`config.mk`:
```
export PLATFORM = sky130hd
export DESIGN_NAME = heading_pid_rate_limited_unit
export DESIGN_NICKNAME = d
export VERILOG_FILES = /design/src/rtl/core/hpid_pkg.sv /design/src/rtl/core/hpid_cfg.sv /design/src/rtl/core/hpid_alu.sv /design/src/rtl/core/hpid_seq.sv /design/src/rtl/core/heading_pid_rate_limited_unit.sv
export VERILOG_INCLUDE_DIRS = /design/src /design/src/rtl/core
export SDC_FILE = /design/constraint.sdc
export NUM_CORES = 2
export LEC_CHECK = 0
export BUFFER_PORTS_ARGS = -buffer_cell sky130_fd_sc_hd__buf_2
export CORE_AREA = 10 10 239 468
export CTS_CLUSTER_DIAMETER = 80
export DETAILED_ROUTE_END_ITERATION = 12
export DIE_AREA = 0 0 249 478
export MAX_ROUTING_LAYER = met4
export PLACE_DENSITY_LB_ADDON = 0.2
export SYNTH_ARGS = -nofsm -noshare
export SYNTH_HDL_FRONTEND = slang
export SYNTH_SLANG_ARGS = --single-unit
```
`constraint.sdc`:
```
create_clock -name clk -period 14.5 [get_ports clk]
set_clock_uncertainty 0.2 [all_clocks]
set_input_delay 3.625 -clock clk [delete_from_list [all_inputs] [get_ports clk]]
set_output_delay 3.625 -clock clk [all_outputs]
set_load 0.05 [all_outputs]
```
`src/rtl/core/heading_pid_rate_limited_unit_defines.svh`:
```
// Assertion macros for the heading PID unit.
// Defining ASSERT_OFF compiles every check out; no other dependencies.
`ifndef HEADING_PID_RATE_LIMITED_UNIT_DEFINES_SVH
`define HEADING_PID_RATE_LIMITED_UNIT_DEFINES_SVH
`ifndef ASSERT_OFF
`define HPID_ASSERT_IMP(lbl, clk, rst_n, ante, cons, msg) \
  lbl: assert property (@(posedge clk) disable iff (!rst_n) (ante) |-> (cons)) \
    else $error(msg);
`define HPID_ASSERT_NXT(lbl, clk, rst_n, ante, cons, msg) \
  lbl: assert property (@(posedge clk) disable iff (!rst_n) (ante) |=> (cons)) \
    else $error(msg);
`else
`define HPID_ASSERT_IMP(lbl, clk, rst_n, ante, cons, msg)
`define HPID_ASSERT_NXT(lbl, clk, rst_n, ante, cons, msg)
`endif
`endif

```
`src/rtl/core/hpid_pkg.sv`:
```
// Shared types, constants and helpers for the heading PID unit.
// No dependencies; hpid_cfg, hpid_alu, hpid_seq and the top level refer to it by scope.
package hpid_pkg;

  // fixed-point format of angles, integral and steering
  localparam int     FRAC_BITS = 12;
  localparam longint PI_Q29    = 64'sd1686629713;
  localparam longint PI_Q      = (PI_Q29 + (longint'(1) << (28 - FRAC_BITS)))
                                 >>> (29 - FRAC_BITS);
  localparam longint TWO_PI    = 2 * PI_Q;

  // field and datapath widths
  localparam int ERR_W   = 15;
  localparam int DT_IN_W = 16;
  localparam int DT_W    = 14;
  localparam int STEER_W = 16;
  localparam int BOUND_W = 15;
  localparam int GAIN_W  = 16;
  localparam int ALPHA_W = 13;
  localparam int INTEG_W = 16;
  localparam int DF_W    = 32;
  localparam int RAW_W   = 33;
  localparam int MA_W    = 17;
  localparam int MB_W    = 33;
  localparam int PROD_W  = 50;
  localparam int ACC_W   = 51;
  localparam int PADDR_W = 5;
  localparam int PDATA_W = 32;

  // divider: |wrapped diff| << 16 over dt, one quotient bit per cycle
  localparam int DT_SHIFT = 16;
  localparam int DMAG_W   = $clog2(PI_Q + 1);
  localparam int QW       = DMAG_W + DT_SHIFT;
  localparam int CNT_W    = $clog2(QW);
  localparam int REM_W    = DT_W + 1;

  localparam int ALPHA_SH = 12;
  localparam int GAIN_SH  = 8;

  localparam logic [DT_IN_W-1:0] DT_MIN    = 16'd66;
  localparam logic [DT_IN_W-1:0] DT_MAX    = 16'd13107;
  localparam logic [ALPHA_W-1:0] ALPHA_ONE = 13'd4096;

  typedef enum logic [2:0] {
    REG_GAIN_P,
    REG_GAIN_I,
    REG_GAIN_D,
    REG_DERIV_ALPHA,
    REG_INTEGRAL_BOUND,
    REG_STEER_BOUND,
    REG_STEER_SLEW
  } reg_idx_t;

  typedef struct packed {
    logic [GAIN_W-1:0]  gain_p;
    logic [GAIN_W-1:0]  gain_i;
    logic [GAIN_W-1:0]  gain_d;
    logic [ALPHA_W-1:0] deriv_alpha;
    logic [BOUND_W-1:0] integral_bound;
    logic [BOUND_W-1:0] steer_bound;
    logic [BOUND_W-1:0] steer_slew;
  } cfg_t;

  typedef enum logic [4:0] {
    ST_IDLE,
    ST_DIFF,
    ST_WRAP,
    ST_DIV,
    ST_NEG,
    ST_F1,
    ST_F2,
    ST_F3,
    ST_F4,
    ST_I1,
    ST_I2,
    ST_LIM,
    ST_T1,
    ST_T2,
    ST_T3,
    ST_T4,
    ST_STEP,
    ST_DONE
  } state_t;

  // adder operand pairs
  typedef enum logic [3:0] {
    A_NONE,
    A_DIFF,
    A_WRAP_DN,
    A_WRAP_UP,
    A_ABS,
    A_DIV,
    A_NEG,
    A_SET12,
    A_ACC,
    A_RND16,
    A_INTEG,
    A_SET8,
    A_TGT,
    A_STEP
  } add_sel_t;

  // multiplier operand pairs
  typedef enum logic [2:0] {
    M_NONE,
    M_ALPHA_RAW,
    M_BETA_DF,
    M_ERR_DT,
    M_SLEW_DT,
    M_GP_ERR,
    M_GI_INT,
    M_GD_DF
  } mul_sel_t;

  typedef struct packed {
    logic     ready;
    add_sel_t add_sel;
    mul_sel_t mul_sel;
    logic     div_init;
    logic     div_step;
    logic     ld_raw;
    logic     ld_df;
    logic     ld_integ;
    logic     ld_lim;
    logic     ld_fin;
  } ctrl_t;

  typedef struct packed {
    logic wrap_hi;
    logic wrap_lo;
    logic out_free;
  } stat_t;

  typedef struct packed {
    logic signed [ACC_W-1:0] x;
    logic signed [ACC_W-1:0] y;
    logic                    sub;
    logic                    mul_en;
    logic signed [MA_W-1:0]  ma;
    logic signed [MB_W-1:0]  mb;
  } alu_req_t;

  function automatic logic signed [ACC_W-1:0] clamp_sym(
    input logic signed [ACC_W-1:0] v,
    input logic [BOUND_W-1:0]      b
  );
    logic signed [ACC_W-1:0] bs;
    bs = ACC_W'(b);
    if (v > bs) begin
      return bs;
    end else if (v < -bs) begin
      return -bs;
    end
    return v;
  endfunction

endpackage

```
`src/rtl/core/hpid_cfg.sv`:
```
// APB-style register file for the heading PID unit.
// Depends on hpid_pkg for the register map and the cfg_t bundle.
module hpid_cfg (
  input  logic                         clk,
  input  logic                         rst_n,
  input  logic                         psel,
  input  logic                         penable,
  input  logic                         pwrite,
  input  logic [hpid_pkg::PADDR_W-1:0] paddr,
  input  logic [hpid_pkg::PDATA_W-1:0] pwdata,
  output logic [hpid_pkg::PDATA_W-1:0] prdata,
  output logic                         pready,
  output hpid_pkg::cfg_t               cfg
);

  hpid_pkg::cfg_t   cfg_r;
  hpid_pkg::reg_idx_t idx;
  logic             wr_en;

  assign pready = 1'b1;
  assign idx    = hpid_pkg::reg_idx_t'(paddr[hpid_pkg::PADDR_W-1:2]);
  assign wr_en  = psel && penable && pwrite && pready;
  assign cfg    = cfg_r;

  always_ff @(posedge clk) begin
    if (!rst_n) begin
      cfg_r.gain_p         <= 16'd256;
      cfg_r.gain_i         <= 16'd0;
      cfg_r.gain_d         <= 16'd0;
      cfg_r.deriv_alpha    <= hpid_pkg::ALPHA_ONE;
      cfg_r.integral_bound <= 15'd4096;
      cfg_r.steer_bound    <= 15'd4096;
      cfg_r.steer_slew     <= 15'd8192;
    end else if (wr_en) begin
      case (idx)
        hpid_pkg::REG_GAIN_P:         cfg_r.gain_p         <= pwdata[15:0];
        hpid_pkg::REG_GAIN_I:         cfg_r.gain_i         <= pwdata[15:0];
        hpid_pkg::REG_GAIN_D:         cfg_r.gain_d         <= pwdata[15:0];
        hpid_pkg::REG_DERIV_ALPHA:    cfg_r.deriv_alpha    <= pwdata[12:0];
        hpid_pkg::REG_INTEGRAL_BOUND: cfg_r.integral_bound <= pwdata[14:0];
        hpid_pkg::REG_STEER_BOUND:    cfg_r.steer_bound    <= pwdata[14:0];
        hpid_pkg::REG_STEER_SLEW:     cfg_r.steer_slew     <= pwdata[14:0];
        default: ;
      endcase
    end
  end

  always_comb begin
    case (idx)
      hpid_pkg::REG_GAIN_P:         prdata = 32'(cfg_r.gain_p);
      hpid_pkg::REG_GAIN_I:         prdata = 32'(cfg_r.gain_i);
      hpid_pkg::REG_GAIN_D:         prdata = 32'(cfg_r.gain_d);
      hpid_pkg::REG_DERIV_ALPHA:    prdata = 32'(cfg_r.deriv_alpha);
      hpid_pkg::REG_INTEGRAL_BOUND: prdata = 32'(cfg_r.integral_bound);
      hpid_pkg::REG_STEER_BOUND:    prdata = 32'(cfg_r.steer_bound);
      hpid_pkg::REG_STEER_SLEW:     prdata = 32'(cfg_r.steer_slew);
      default:                      prdata = '0;
    endcase
  end

endmodule

```
`src/rtl/core/hpid_alu.sv`:
```
// Shared arithmetic unit: one wide adder/subtractor and one registered
// 17x33 signed multiplier. Depends on hpid_pkg for alu_req_t.
module hpid_alu (
  input  logic                                clk,
  input  hpid_pkg::alu_req_t                  req,
  output logic signed [hpid_pkg::ACC_W-1:0]   sum,
  output logic signed [hpid_pkg::PROD_W-1:0]  prod
);

  logic signed [hpid_pkg::PROD_W-1:0] prod_r;

  assign sum  = req.sub ? (req.x - req.y) : (req.x + req.y);
  assign prod = prod_r;

  // product holds until the next multiply is issued
  always_ff @(posedge clk) begin
    if (req.mul_en) begin
      prod_r <= hpid_pkg::PROD_W'(req.ma) * hpid_pkg::PROD_W'(req.mb);
    end
  end

endmodule

```
`src/rtl/core/hpid_seq.sv`:
```
// Step sequencer of the heading PID unit: walks the shared unit through
// one control update. Depends on hpid_pkg for state_t, ctrl_t and stat_t.
module hpid_seq (
  input  logic            clk,
  input  logic            rst_n,
  input  logic            in_valid,
  input  hpid_pkg::stat_t stat,
  output hpid_pkg::ctrl_t ctrl
);

  hpid_pkg::state_t           state_r, state_nxt;
  logic [hpid_pkg::CNT_W-1:0] cnt_r, cnt_nxt;

  always_ff @(posedge clk) begin
    if (!rst_n) begin
      state_r <= hpid_pkg::ST_IDLE;
      cnt_r   <= '0;
    end else begin
      state_r <= state_nxt;
      cnt_r   <= cnt_nxt;
    end
  end

  always_comb begin
    state_nxt = state_r;
    cnt_nxt   = cnt_r;
    case (state_r)
      hpid_pkg::ST_IDLE: if (in_valid) state_nxt = hpid_pkg::ST_DIFF;
      hpid_pkg::ST_DIFF: state_nxt = hpid_pkg::ST_WRAP;
      hpid_pkg::ST_WRAP: begin
        cnt_nxt = '0;
        if (!stat.wrap_hi && !stat.wrap_lo) state_nxt = hpid_pkg::ST_DIV;
      end
      hpid_pkg::ST_DIV: begin
        cnt_nxt = hpid_pkg::CNT_W'(cnt_r + 1'b1);
        if (cnt_r == hpid_pkg::CNT_W'(hpid_pkg::QW - 1)) state_nxt = hpid_pkg::ST_NEG;
      end
      hpid_pkg::ST_NEG:  state_nxt = hpid_pkg::ST_F1;
      hpid_pkg::ST_F1:   state_nxt = hpid_pkg::ST_F2;
      hpid_pkg::ST_F2:   state_nxt = hpid_pkg::ST_F3;
      hpid_pkg::ST_F3:   state_nxt = hpid_pkg::ST_F4;
      hpid_pkg::ST_F4:   state_nxt = hpid_pkg::ST_I1;
      hpid_pkg::ST_I1:   state_nxt = hpid_pkg::ST_I2;
      hpid_pkg::ST_I2:   state_nxt = hpid_pkg::ST_LIM;
      hpid_pkg::ST_LIM:  state_nxt = hpid_pkg::ST_T1;
      hpid_pkg::ST_T1:   state_nxt = hpid_pkg::ST_T2;
      hpid_pkg::ST_T2:   state_nxt = hpid_pkg::ST_T3;
      hpid_pkg::ST_T3:   state_nxt = hpid_pkg::ST_T4;
      hpid_pkg::ST_T4:   state_nxt = hpid_pkg::ST_STEP;
      hpid_pkg::ST_STEP: state_nxt = hpid_pkg::ST_DONE;
      hpid_pkg::ST_DONE: if (stat.out_free) state_nxt = hpid_pkg::ST_IDLE;
      default:           state_nxt = hpid_pkg::ST_IDLE;
    endcase
  end

  always_comb begin
    ctrl         = '0;
    ctrl.add_sel = hpid_pkg::A_NONE;
    ctrl.mul_sel = hpid_pkg::M_NONE;
    case (state_r)
      hpid_pkg::ST_IDLE: ctrl.ready = 1'b1;
      hpid_pkg::ST_DIFF: ctrl.add_sel = hpid_pkg::A_DIFF;
      hpid_pkg::ST_WRAP: begin
        if (stat.wrap_hi) begin
          ctrl.add_sel = hpid_pkg::A_WRAP_DN;
        end else if (stat.wrap_lo) begin
          ctrl.add_sel = hpid_pkg::A_WRAP_UP;
        end else begin
          ctrl.add_sel  = hpid_pkg::A_ABS;
          ctrl.div_init = 1'b1;
        end
      end
      hpid_pkg::ST_DIV: begin
        ctrl.add_sel  = hpid_pkg::A_DIV;
        ctrl.div_step = 1'b1;
      end
      hpid_pkg::ST_NEG: begin
        ctrl.add_sel = hpid_pkg::A_NEG;
        ctrl.ld_raw  = 1'b1;
      end
      hpid_pkg::ST_F1: begin
        ctrl.add_sel = hpid_pkg::A_SET12;
        ctrl.mul_sel = hpid_pkg::M_ALPHA_RAW;
      end
      hpid_pkg::ST_F2: begin
        ctrl.add_sel = hpid_pkg::A_ACC;
        ctrl.mul_sel = hpid_pkg::M_BETA_DF;
      end
      hpid_pkg::ST_F3: begin
        ctrl.add_sel = hpid_pkg::A_ACC;
        ctrl.mul_sel = hpid_pkg::M_ERR_DT;
      end
      hpid_pkg::ST_F4: begin
        ctrl.add_sel = hpid_pkg::A_RND16;
        ctrl.mul_sel = hpid_pkg::M_SLEW_DT;
        ctrl.ld_df   = 1'b1;
      end
      hpid_pkg::ST_I1: ctrl.add_sel = hpid_pkg::A_INTEG;
      hpid_pkg::ST_I2: begin
        ctrl.add_sel  = hpid_pkg::A_RND16;
        ctrl.ld_integ = 1'b1;
      end
      hpid_pkg::ST_LIM: begin
        ctrl.add_sel = hpid_pkg::A_SET8;
        ctrl.mul_sel = hpid_pkg::M_GP_ERR;
        ctrl.ld_lim  = 1'b1;
      end
      hpid_pkg::ST_T1: begin
        ctrl.add_sel = hpid_pkg::A_ACC;
        ctrl.mul_sel = hpid_pkg::M_GI_INT;
      end
      hpid_pkg::ST_T2: begin
        ctrl.add_sel = hpid_pkg::A_ACC;
        ctrl.mul_sel = hpid_pkg::M_GD_DF;
      end
      hpid_pkg::ST_T3:   ctrl.add_sel = hpid_pkg::A_ACC;
      hpid_pkg::ST_T4:   ctrl.add_sel = hpid_pkg::A_TGT;
      hpid_pkg::ST_STEP: ctrl.add_sel = hpid_pkg::A_STEP;
      hpid_pkg::ST_DONE: ctrl.ld_fin = stat.out_free;
      default: ;
    endcase
  end

endmodule

```
`src/rtl/core/heading_pid_rate_limited_unit.sv`:
```
// Top level of the heading PID unit: datapath registers and operand muxes.
// Depends on hpid_pkg, hpid_cfg, hpid_alu, hpid_seq and the defines header.
//
//   channel   dir  handshake             payload
//   in        in   in_valid / in_ready   in_heading_err, in_step_time, in_restart
//   out       out  out_valid / out_ready out_steer_out
//   config    in   psel/penable/pwrite   paddr, pwdata, prdata (pready tied high)
//
// A new item is taken only in the idle state, once the previous one has passed the
// difference, wrap (repeated for each correction), divide, sign, filter, integral,
// limit, target, step and done states; the bit-serial divide through the shared adder is the longest part.
// Reset loads the register defaults and clears the controller state.
// A result waiting on out_ready does not block the next input transfer; the
// following result is held in its last step until the output register frees.
`include "heading_pid_rate_limited_unit_defines.svh"

module heading_pid_rate_limited_unit (
  input  logic                                clk,
  input  logic                                rst_n,
  input  logic                                psel,
  input  logic                                penable,
  input  logic                                pwrite,
  input  logic [hpid_pkg::PADDR_W-1:0]        paddr,
  input  logic [hpid_pkg::PDATA_W-1:0]        pwdata,
  output logic [hpid_pkg::PDATA_W-1:0]        prdata,
  output logic                                pready,
  input  logic                                in_valid,
  output logic                                in_ready,
  input  logic signed [hpid_pkg::ERR_W-1:0]   in_heading_err,
  input  logic [hpid_pkg::DT_IN_W-1:0]        in_step_time,
  input  logic                                in_restart,
  output logic                                out_valid,
  input  logic                                out_ready,
  output logic signed [hpid_pkg::STEER_W-1:0] out_steer_out
);

  localparam int ACC_W = hpid_pkg::ACC_W;
  localparam int QW    = hpid_pkg::QW;
  localparam logic signed [ACC_W-1:0] PI_A   = ACC_W'(hpid_pkg::PI_Q);
  localparam logic signed [ACC_W-1:0] TWO_A  = ACC_W'(hpid_pkg::TWO_PI);
  localparam logic signed [ACC_W-1:0] DF_MAX =
    ACC_W'((longint'(1) << (hpid_pkg::DF_W - 1)) - 1);
  localparam logic signed [ACC_W-1:0] DF_MIN = -DF_MAX - 1;
  localparam logic signed [ACC_W-1:0] HALF_A =
    ACC_W'(longint'(1) << (hpid_pkg::ALPHA_SH - 1));
  localparam logic signed [ACC_W-1:0] HALF_T =
    ACC_W'(longint'(1) << (hpid_pkg::DT_SHIFT - 1));
  localparam logic signed [ACC_W-1:0] HALF_G =
    ACC_W'(longint'(1) << (hpid_pkg::GAIN_SH - 1));

  hpid_pkg::cfg_t     cfg;
  hpid_pkg::ctrl_t    ctrl;
  hpid_pkg::stat_t    stat;
  hpid_pkg::alu_req_t req;

  logic signed [ACC_W-1:0]            sum;
  logic signed [hpid_pkg::PROD_W-1:0] prod;

  // item and controller state
  logic signed [hpid_pkg::ERR_W-1:0]   err_r;
  logic [hpid_pkg::DT_W-1:0]           dt_r;
  logic signed [hpid_pkg::ERR_W-1:0]   last_r;
  logic signed [hpid_pkg::DF_W-1:0]    df_r;
  logic signed [hpid_pkg::INTEG_W-1:0] integ_r;
  logic signed [hpid_pkg::STEER_W-1:0] held_r;
  logic signed [ACC_W-1:0]             acc_r;
  logic signed [hpid_pkg::RAW_W-1:0]   raw_r;
  logic [hpid_pkg::BOUND_W-1:0]        lim_r;
  logic [hpid_pkg::DT_W-1:0]           rem_r;
  logic [QW-1:0]                       dvq_r;
  logic                                neg_r;
  logic                                out_valid_r;
  logic signed [hpid_pkg::STEER_W-1:0] out_steer_r;

  logic                          in_fire;
  logic                          acc_ld;
  logic [hpid_pkg::REM_W-1:0]    rem2;
  logic                          qbit;
  logic [hpid_pkg::ALPHA_W-1:0]  a_eff;
  logic [hpid_pkg::ALPHA_W-1:0]  beta;
  logic [hpid_pkg::DT_W-1:0]     dt_c;
  logic signed [ACC_W-1:0]       sh12, sh16, sh8;
  logic signed [ACC_W-1:0]       df_c;
  logic signed [ACC_W-1:0]       step_d;

  hpid_cfg u_cfg (
    .clk     (clk),
    .rst_n   (rst_n),
    .psel    (psel),
    .penable (penable),
    .pwrite  (pwrite),
    .paddr   (paddr),
    .pwdata  (pwdata),
    .prdata  (prdata),
    .pready  (pready),
    .cfg     (cfg)
  );

  hpid_seq u_seq (
    .clk      (clk),
    .rst_n    (rst_n),
    .in_valid (in_valid),
    .stat     (stat),
    .ctrl     (ctrl)
  );

  hpid_alu u_alu (
    .clk  (clk),
    .req  (req),
    .sum  (sum),
    .prod (prod)
  );

  assign in_ready      = ctrl.ready;
  assign in_fire       = in_valid && ctrl.ready;
  assign out_valid     = out_valid_r;
  assign out_steer_out = out_steer_r;

  assign stat.wrap_hi  = acc_r > PI_A;
  assign stat.wrap_lo  = acc_r <= -PI_A;
  assign stat.out_free = !out_valid_r || out_ready;

  assign a_eff = (cfg.deriv_alpha > hpid_pkg::ALPHA_ONE) ? hpid_pkg::ALPHA_ONE
                                                         : cfg.deriv_alpha;
  assign beta  = hpid_pkg::ALPHA_ONE - a_eff;

  assign sh12 = acc_r >>> hpid_pkg::ALPHA_SH;
  assign sh16 = acc_r >>> hpid_pkg::DT_SHIFT;
  assign sh8  = acc_r >>> hpid_pkg::GAIN_SH;

  assign df_c   = (sh12 > DF_MAX) ? DF_MAX : ((sh12 < DF_MIN) ? DF_MIN : sh12);
  assign step_d = acc_r - ACC_W'(held_r);

  // divider: shift one dividend bit into the partial remainder per step
  assign rem2 = {rem_r, dvq_r[QW-1]};
  assign qbit = !sum[ACC_W-1];

  always_comb begin
    if (in_step_time < hpid_pkg::DT_MIN) begin
      dt_c = hpid_pkg::DT_MIN[hpid_pkg::DT_W-1:0];
    end else if (in_step_time > hpid_pkg::DT_MAX) begin
      dt_c = hpid_pkg::DT_MAX[hpid_pkg::DT_W-1:0];
    end else begin
      dt_c = in_step_time[hpid_pkg::DT_W-1:0];
    end
  end

  always_comb begin
    acc_ld = !(ctrl.add_sel inside {hpid_pkg::A_NONE, hpid_pkg::A_DIV, hpid_pkg::A_NEG});
  end

  always_comb begin
    req.x      = '0;
    req.y      = '0;
    req.sub    = 1'b0;
    req.mul_en = (ctrl.mul_sel != hpid_pkg::M_NONE);
    req.ma     = '0;
    req.mb     = '0;
    // adder operands
    case (ctrl.add_sel)
      hpid_pkg::A_DIFF: begin
        req.x   = ACC_W'(err_r);
        req.y   = ACC_W'(last_r);
        req.sub = 1'b1;
      end
      hpid_pkg::A_WRAP_DN: begin
        req.x   = acc_r;
        req.y   = TWO_A;
        req.sub = 1'b1;
      end
      hpid_pkg::A_WRAP_UP: begin
        req.x = acc_r;
        req.y = TWO_A;
      end
      hpid_pkg::A_ABS: begin
        req.y   = acc_r;
        req.sub = acc_r[ACC_W-1];
      end
      hpid_pkg::A_DIV: begin
        req.x   = ACC_W'(rem2);
        req.y   = ACC_W'(dt_r);
        req.sub = 1'b1;
      end
      hpid_pkg::A_NEG: begin
        req.y   = ACC_W'(dvq_r);
        req.sub = neg_r;
      end
      hpid_pkg::A_SET12: req.y = HALF_A;
      hpid_pkg::A_ACC: begin
        req.x = acc_r;
        req.y = ACC_W'(prod);
      end
      hpid_pkg::A_RND16: begin
        req.x = ACC_W'(prod);
        req.y = HALF_T;
      end
      hpid_pkg::A_INTEG: begin
        req.x = ACC_W'(integ_r);
        req.y = sh16;
      end
      hpid_pkg::A_SET8: req.y = HALF_G;
      hpid_pkg::A_TGT: begin
        req.x   = hpid_pkg::clamp_sym(sh8, cfg.steer_bound);
        req.y   = ACC_W'(held_r);
        req.sub = 1'b1;
      end
      hpid_pkg::A_STEP: begin
        req.x = ACC_W'(held_r);
        req.y = hpid_pkg::clamp_sym(acc_r, lim_r);
      end
      default: ;
    endcase
    // multiplier operands
    case (ctrl.mul_sel)
      hpid_pkg::M_ALPHA_RAW: begin
        req.ma = hpid_pkg::MA_W'(a_eff);
        req.mb = raw_r;
      end
      hpid_pkg::M_BETA_DF: begin
        req.ma = hpid_pkg::MA_W'(beta);
        req.mb = hpid_pkg::MB_W'(df_r);
      end
      hpid_pkg::M_ERR_DT: begin
        req.ma = hpid_pkg::MA_W'(err_r);
        req.mb = hpid_pkg::MB_W'(dt_r);
      end
      hpid_pkg::M_SLEW_DT: begin
        req.ma = hpid_pkg::MA_W'(cfg.steer_slew);
        req.mb = hpid_pkg::MB_W'(dt_r);
      end
      hpid_pkg::M_GP_ERR: begin
        req.ma = hpid_pkg::MA_W'(cfg.gain_p);
        req.mb = hpid_pkg::MB_W'(err_r);
      end
      hpid_pkg::M_GI_INT: begin
        req.ma = hpid_pkg::MA_W'(cfg.gain_i);
        req.mb = hpid_pkg::MB_W'(integ_r);
      end
      hpid_pkg::M_GD_DF: begin
        req.ma = hpid_pkg::MA_W'(cfg.gain_d);
        req.mb = hpid_pkg::MB_W'(df_r);
      end
      default: ;
    endcase
  end

  // controller state: cleared by reset; a restart item clears all of it but out_valid_r
  always_ff @(posedge clk) begin
    if (!rst_n) begin
      out_valid_r <= 1'b0;
      last_r      <= '0;
      df_r        <= '0;
      integ_r     <= '0;
      held_r      <= '0;
    end else begin
      if (in_fire && in_restart) begin
        last_r  <= '0;
        df_r    <= '0;
        integ_r <= '0;
        held_r  <= '0;
      end
      if (ctrl.ld_df) begin
        df_r <= df_c[hpid_pkg::DF_W-1:0];
      end
      if (ctrl.ld_integ) begin
        integ_r <= hpid_pkg::INTEG_W'(hpid_pkg::clamp_sym(acc_r, cfg.integral_bound));
      end
      if (ctrl.ld_fin) begin
        held_r      <= acc_r[hpid_pkg::STEER_W-1:0];
        last_r      <= err_r;
        out_valid_r <= 1'b1;
      end else if (out_ready) begin
        out_valid_r <= 1'b0;
      end
    end
  end

  // working registers
  always_ff @(posedge clk) begin
    if (in_fire) begin
      err_r <= in_heading_err;
      dt_r  <= dt_c;
    end
    if (acc_ld) begin
      acc_r <= sum;
    end
    if (ctrl.div_init) begin
      rem_r <= '0;
      dvq_r <= {sum[hpid_pkg::DMAG_W-1:0], {hpid_pkg::DT_SHIFT{1'b0}}};
      neg_r <= acc_r[ACC_W-1];
    end
    if (ctrl.div_step) begin
      rem_r <= qbit ? sum[hpid_pkg::DT_W-1:0] : rem2[hpid_pkg::DT_W-1:0];
      dvq_r <= {dvq_r[QW-2:0], qbit};
    end
    if (ctrl.ld_raw) begin
      raw_r <= sum[hpid_pkg::RAW_W-1:0];
    end
    if (ctrl.ld_lim) begin
      lim_r <= sh16[hpid_pkg::BOUND_W-1:0];
    end
    if (ctrl.ld_fin) begin
      out_steer_r <= hpid_pkg::STEER_W'(hpid_pkg::clamp_sym(acc_r, cfg.steer_bound));
    end
  end

  `HPID_ASSERT_IMP(a_wrap_range, clk, rst_n, ctrl.div_init,
    (acc_r <= PI_A) && (acc_r > -PI_A), "wrapped difference out of range")
  `HPID_ASSERT_IMP(a_div_rem, clk, rst_n, ctrl.ld_raw, rem_r < dt_r,
    "divider remainder not below divisor")
  `HPID_ASSERT_IMP(a_slew, clk, rst_n, ctrl.ld_fin,
    (step_d <= $signed(ACC_W'(lim_r))) && (step_d >= -$signed(ACC_W'(lim_r))),
    "steering step exceeds slew limit")
  `HPID_ASSERT_NXT(a_out_bound, clk, rst_n, ctrl.ld_fin,
    out_valid_r && (ACC_W'(out_steer_r) <= $signed(ACC_W'(cfg.steer_bound)))
    && (ACC_W'(out_steer_r) >= -$signed(ACC_W'(cfg.steer_bound))),
    "steering output outside bound")

endmodule
```
## Word level (Yosys, flattened, before mapping)

Index checks and enable logic that the tools add are counted.

| word-level totals | value |
|---|---|
| register bits | 435 |
| input bits | 76 |
| output and inout bits | 51 |
| logic and storage cells | 200 |

| operators by class | value |
|---|---|
| $add $sub $neg | 7 |
| multiply operators | 1 |
| $lt $le $gt $ge | 15 |
| equality and inequality tests | 48 |
| mux-type cells | 69 |
| reduce and logical (&&, ||, !) cells | 35 |

Operators with widths:

| operator | number |
|---|---|
| 51-bit case mux with 12 select lines | 1 |
| 51-bit two-way mux | 7 |
| 51-bit case mux with 7 select lines | 1 |
| 50-bit case mux with 7 select lines | 1 |
| 51-bit by 16-bit > comparator with 1-bit output | 3 |
| 51-bit < comparator | 3 |
| 15-bit negation with 51-bit output | 3 |
| 16-bit two-way mux | 9 |
| 32-bit two-way mux | 4 |
| 16-bit case mux with 7 select lines | 1 |
| 5-bit case mux with 18 select lines | 1 |
| 30-bit two-way mux | 2 |
| 14-bit two-way mux | 4 |
| 51-bit adder | 1 |
| 51-bit by 15-bit > comparator with 1-bit output (second input constant) | 1 |
| 51-bit by 15-bit <= comparator with 1-bit output (second input constant) | 1 |
| 43-bit by 51-bit < comparator with 1-bit output | 1 |
| 51-bit subtractor | 1 |
| 17-bit by 33-bit multiplier with 50-bit output | 1 |
| 4-bit case mux with 11 select lines | 1 |
| 43-bit by 16-bit > comparator with 1-bit output | 1 |
| 5-bit by 4-bit equality test with 1-bit output (second input constant) | 8 |
| 39-bit by 32-bit > comparator with 1-bit output (second input constant) | 1 |
| 39-bit by 32-bit < comparator with 1-bit output (second input constant) | 1 |
| other kinds (40) | 117 |

## Depth between registers and ports, before layout

| logic depth | value |
|---|---|
| depth after elaboration | 12 |
| mapped depth | 47 |

## By module

From an unflattened synthesis, not the netlist that was laid out.

| second synthesis, totals | value |
|---|---|
| cells, all modules | 5972 |
| area total of the unflattened synthesis | 53643.9 um^2 |

By module, submodules not included:

| module | times used | cells an instance | area an instance (um^2) | seq. area each (um^2) |
|---|---|---|---|---|
| hpid_alu | 1 | 2857 | 25052.8 | 1501.4 |
| heading_pid_rate_limited_unit | 1 | 2508 | 22900.7 | 7277.0 |
| hpid_cfg | 1 | 496 | 4849.7 | 2122.0 |
| hpid_seq | 1 | 111 | 840.8 | 200.2 |

## Least setup slack after synthesis

OpenSTA, ideal clock, no wires.

| timing path | value |
|---|---|
| path type | reg-to-reg |
| from | reg u_cfg.cfg_r (netlist bit u_cfg.cfg[17]) |
| to | reg rem_r[0] (netlist name) (data pin) |
| data arrival time | 9.574 ns |
| required time | 14.034 ns |
| path slack | 4.459 ns |
| stages on the path, launching flop included | 39 |
| period minus slack after synthesis | 10.041 ns |
| path through | dfxtp_1 > clkbuf_1 > nor3_1 > nand2_1 > nor3_1 > nand3_1 > nor3_1 > nand3_1 > nor3_1 > ha_1 > nand4_1 > or4_1 > or4_1 > or4_1 > a31oi_1 > nor3_1 > xor2_1 > clkbuf_1 > [3 not listed] > o21ai_0 > a221o_1 > ha_1 > nor2b_1 > o21a_1 > o21ai_0 > a2111oi_0 > o31ai_1 > a211oi_1 > o311ai_0 > a211o_1 > a21boi_0 > a2111oi_0 > nor3_1 > a31o_2 > clkbuf_1 > clkbuf_1 > o21ai_0 |

| between the ends | value |
|---|---|
| cells in the longest elaborated chain, start to end | 11 |
| elaborated cells between the ends (all ways) | 15 |
| those cells by class | add/sub (3); order compare (2); mux (10) |

RTL lines:

| element | RTL line | RTL |
|---|---|---|
| from (decl) | hpid_cfg.sv:16 | `hpid_pkg::cfg_t cfg_r;` |
| 15-bit negation with 51-bit output | n/a |  |
| 43-bit by 51-bit < comparator with 1-bit output | hpid_pkg.sv:151 | `end else if (v < -bs) begin` |
| 1-bit two-way mux | hpid_pkg.sv:151 |  |
| 1-bit two-way mux | hpid_pkg.sv:149 | `if (v > bs) begin` |
| 1-bit two-way mux | heading_pid_rate_limited_unit.sv:160 | `case (ctrl.add_sel)` |
| 51-bit two-way mux * | hpid_pkg.sv:154 | `return v;` |
| 51-bit case mux with 7 select lines * | heading_pid_rate_limited_unit.sv:160 |  |
| 51-bit adder / 51-bit subtractor (equally long branches) | hpid_alu.sv:12 | `assign sum = req.sub ? (req.x - req.y) : (req.x + req.y);` |
| 51-bit two-way mux * | hpid_alu.sv:12 |  |
| 14-bit two-way mux * | heading_pid_rate_limited_unit.sv:293 | `rem_r <= qbit ? sum[hpid_pkg::DT_W-1:0] : rem2[hpid_pkg::DT_W-1:0];` |
| 14-bit two-way mux * | heading_pid_rate_limited_unit.sv:292 | `if (ctrl.div_step) begin` |
| to (signal assigned) | heading_pid_rate_limited_unit.sv:293 |  |
| to (decl) | heading_pid_rate_limited_unit.sv:69 | `logic [hpid_pkg::DT_W-1:0] rem_r;` |

Every way passes the cells marked *; elsewhere a longest branch is shown, timed or not. The select of a mux whose other input is x is not followed.
A chain may end at the register's enable or synchronous reset.

## Worst setup path after layout

| timing path | value |
|---|---|
| from | reg u_cfg.cfg_r (netlist bit u_cfg.cfg[15]) |
| to | reg acc_r[49] (data pin) |

| between the ends | value |
|---|---|
| cells in the longest elaborated chain, start to end | 9 |
| elaborated cells between the ends (all ways) | 13 |
| those cells by class | add/sub (3); order compare (2); mux (8) |

RTL lines:

| element | RTL line | RTL |
|---|---|---|
| 15-bit negation with 51-bit output | n/a |  |
| 43-bit by 51-bit < comparator with 1-bit output | hpid_pkg.sv:151 |  |
| 1-bit two-way mux | hpid_pkg.sv:151 |  |
| 1-bit two-way mux | hpid_pkg.sv:149 |  |
| 1-bit two-way mux | heading_pid_rate_limited_unit.sv:160 |  |
| 51-bit two-way mux * | hpid_pkg.sv:154 |  |
| 51-bit case mux with 7 select lines * | heading_pid_rate_limited_unit.sv:160 |  |
| 51-bit adder / 51-bit subtractor (equally long branches) | hpid_alu.sv:12 |  |
| 51-bit two-way mux * | hpid_alu.sv:12 |  |
| named net sum[49] | heading_pid_rate_limited_unit.sv:56 | `logic signed [ACC_W-1:0] sum;` |
| to (signal assigned) | heading_pid_rate_limited_unit.sv:285 | `acc_r <= sum;` |
| to (decl) | heading_pid_rate_limited_unit.sv:66 | `logic signed [ACC_W-1:0] acc_r;` |

Mark *: on every way through the listed nets, which the timed path passes. The rest lies on a longest branch. The select of a mux whose other input is x is not followed.

==> run summary <==
CTS buffer count: 46
Footprint of the multi-input gates: 37,100 um^2
Post-Syn Area per Cell: 8.638 um^2
IO buf count: 91
Synthesized instance count: 5,978
Most common cell after layout, fill and taps aside: nand2_1
Vias after detailed routing: 47.69k
Min Hold Slack: 274.1 ps
Num rows: 168
Skew-Pair Late Insertion Delay: 670 ps
Crit-path max cell delay: 830 ps
Metal-1 WL: 70,530 um
Share of layout cells above drive strength 1: 0.08279
Fin. max-slew vios: 0
DRT iter0 DRCs: 4,432
Post-CTS resize count: 0
Detailed-route vias per instance: 6.457
Total gr overflow: 0
Met3 WL post-DR: 16,370 um
Pleak: 24.71 nW
CP bufs+invs: 3
GPL Wtd Cong: 1.060
Final #Nets: 7,018
Ys async rst share: 0
Dpl ws: 1774 ps
Worst EP arrival: 13,280 ps
Filler Cells Inserted: 9,824
Synthesis Warnings: 0
Layout area overhead: 7.972%
Slew margin rel.: 0.04996
Initial Util: 0.4943
Antenna viol nets, final: 0
Core Area: 104,500 um^2
Crit. path cell count: 37
WHS Path Cells: 2
DR top layer: met4
Clk buf depth: 3
CP endpoint kind: flip-flop
Crit path top cell by count: nor3_1
Period Utilization, post-route: 0.9040
Critical path type: flip-flop to flip-flop
CP max FO: 46
Final setup viols: 0
Netlist Area Pre-Place: 51,640 um^2
Most frequent cells in the layout: nand2_1 (752), inv_1 (616), nor2_1 (606), fa_1 (537), ha_1 (428)
Worst hold path class: flip-flop to flip-flop
Antenna violations before repair: 7
IO Pins: 127
Dpl hpwl: 169,900 um
Chip width: 249 um
Setup ws final: 1392 ps
Mean routed wirelength per cell: 29.96 um
Main synth FF type: edfxtp_1
CTS root buf: clkbuf_16
Final WL: 221,300 um
Fin. Hold Viols: 0
RSZ-0062 raised after global routing: false
Post-synth EDFFs: 239
Yosys cell types: 104
Die area: 119,000 um^2
First-pass GRT wire length: 322,200 um
Setup bufs post-CTS: 0
Cts-stage hold buffer count: 0
Max stage delay cell, worst path: a2111oi_0
Vias in the first global route: 48.38k
CTS sink count: 435
Setup TNS: 0 ps
#FFs+latches synth: 435
CP top delay family: simple AND/OR/NAND/NOR gates
Met2 WL post-DR: 108,800 um
Overall global routing resource usage: 0.3763
WP data required: 14,670 ps
Largest net degree at the start of global routing: 119
Maxcap violations: 0
Dpl cells: 7,286
CTS tree: built
Status: finished clean
P per Cell Area: 175.1 nW/um^2
Final core utilization: 0.5337
Non-filler cells, final: 7,386
Seq. cell area: 11,100 um^2
Min cycle time layout: 13,110 ps
Die H: 478 um
Worst-path clk slew: 70 ps
Max Clock Freq: 76.29 MHz
Reg2reg path depth: 37
Drt first pass iters: 10
DRC violations left: 0
Crit path launch type: flip-flop
Peak supply drop: 0.1952 mV
Seq/Total Area, Yosys: 0.2150
Actual slew at the worst max-slew pin: 1415 ps
H-tree Lvls: 2
area by class of cell:
class | count | share of cell area
Sequential cell | 435 | 0.1991
Tap cell | 1360 | 0.03052
Multi-Input combinational cell | 4601 | 0.6655
Inverter | 621 | 0.04194
Antenna cell | 11 | 0.0004937
Clock inverter | 34 | 0.007361
Clock buffer | 52 | 0.02235
Timing Repair Buffer | 272 | 0.03279
metrics by stage:
stage / area, um^2 / power [mW]
after floorplan: 51700 / 5.754
after global placement: 54040 / 8.132
after detailed placement: 54040 / 8.149
after CTS: 55690 / 9.517
after global routing: 55750 / 10.09
final: 55760 / 9.763
power by group:
part / switching (mW) / internal (mW)
Clock: 0.603 / 0.725
Sequential: 0.198 / 1.86
Combinational: 4.39 / 1.99
Total: 5.19 / 4.57
worst paths after layout:
kind	from	slack, ps	endpoint
worst max-delay path	u_cfg.cfg[15]	1390	acc_r[49]
worst min-delay path	u_cfg.cfg[69]	270	u_cfg.cfg[69]
worst max register to register	u_cfg.cfg[15]	1390	acc_r[49]
worst min register to register	u_cfg.cfg[69]	270	u_cfg.cfg[69]
metal layers:
metal / vias up / global-route usage
li1: 20630 / -
met1: 23400 / 0.3689
met2: 2671 / 0.6321
met3: 990 / 0.06115
met4: 0 / 0.3471
met5: - / -
cells by family (layout without fill, tap and decap cells):
kind of cell    after synthesis  count (layout)  share of synthesized area
xor+xnor                    196             196                    0.03324
other cells                   2              28                  0.0001454
fa+ha+maj                   965             965                     0.3119
flops                       435             435                     0.2150
compound gates             1275            1275                     0.1629
simple gates               2056            2056                     0.1846
mux                          92              92                    0.02045
buf+inv                     957             979                    0.07186
sequential cells by signal, summed over array words and instances, names as in the netlist:
signal         cells
dt_r              14
last_r            15
out_steer_out     16
acc_r             51
out_valid          1
integ_r           16
lim_r             15
raw_r             33
neg_r              1
u_seq.state_r      5
u_alu.prod        50
u_cfg.cfg        106
rem_r             14
dvq_r             30
df_r              32
held_r            16
u_seq.cnt_r        5
err_r             15
synth_stat cells (14+ instances only):
cell | count | area [um^2]
nor2b_1 | 47 | 294.0
nor3_1 | 94 | 470.5
clkbuf_1 | 270 | 1013
buf_4 | 22 | 165.2
a211oi_1 | 30 | 225.2
nand3_1 | 122 | 610.6
a21o_1 | 76 | 570.6
a22oi_1 | 136 | 1021
mux2i_1 | 56 | 560.5
ha_1 | 428 | 5355
buf_1 | 27 | 101.4
or3_1 | 16 | 100.1
a221oi_1 | 47 | 411.6
o21a_1 | 53 | 397.9
or2_2 | 26 | 162.7
and3_1 | 30 | 187.7
nand4_1 | 101 | 631.9
a31oi_1 | 67 | 419.2
mux2_2 | 27 | 304.0
and4_1 | 25 | 219.0
a222oi_1 | 18 | 180.2
fa_1 | 537 | 10750
o21ai_0 | 226 | 1131
or4_1 | 14 | 105.1
edfxtp_1 | 239 | 7177
o211ai_1 | 26 | 195.2
nor4_1 | 38 | 237.7
nand2b_1 | 64 | 400.4
nand2_1 | 753 | 2826
o31ai_1 | 24 | 180.2
inv_1 | 617 | 2316
o221ai_1 | 19 | 166.4
a221o_1 | 56 | 560.5
dfxtp_1 | 196 | 3924
and2_1 | 47 | 294.0
buf_2 | 15 | 75.07
nor2_1 | 615 | 2308
nor4b_1 | 16 | 140.1
xor2_1 | 49 | 429.2
a21oi_1 | 373 | 1867
xnor2_1 | 147 | 1287
worst register-to-register path: cells and delay by family (launching register included):
| kind | cells | cell delay, ps |
|---|---|---|
| AO/OA/AOI/OAI | 15 | 5220 |
| XOR/XNOR | 2 | 330 |
| adder cells (fa/ha/maj) | 2 | 420 |
| buffers and inverters | 3 | 690 |
| flip-flops | 1 | 490 |
| AND/OR/NAND/NOR | 15 | 5460 |
Note: power is estimated with default switching activity, not from simulation.
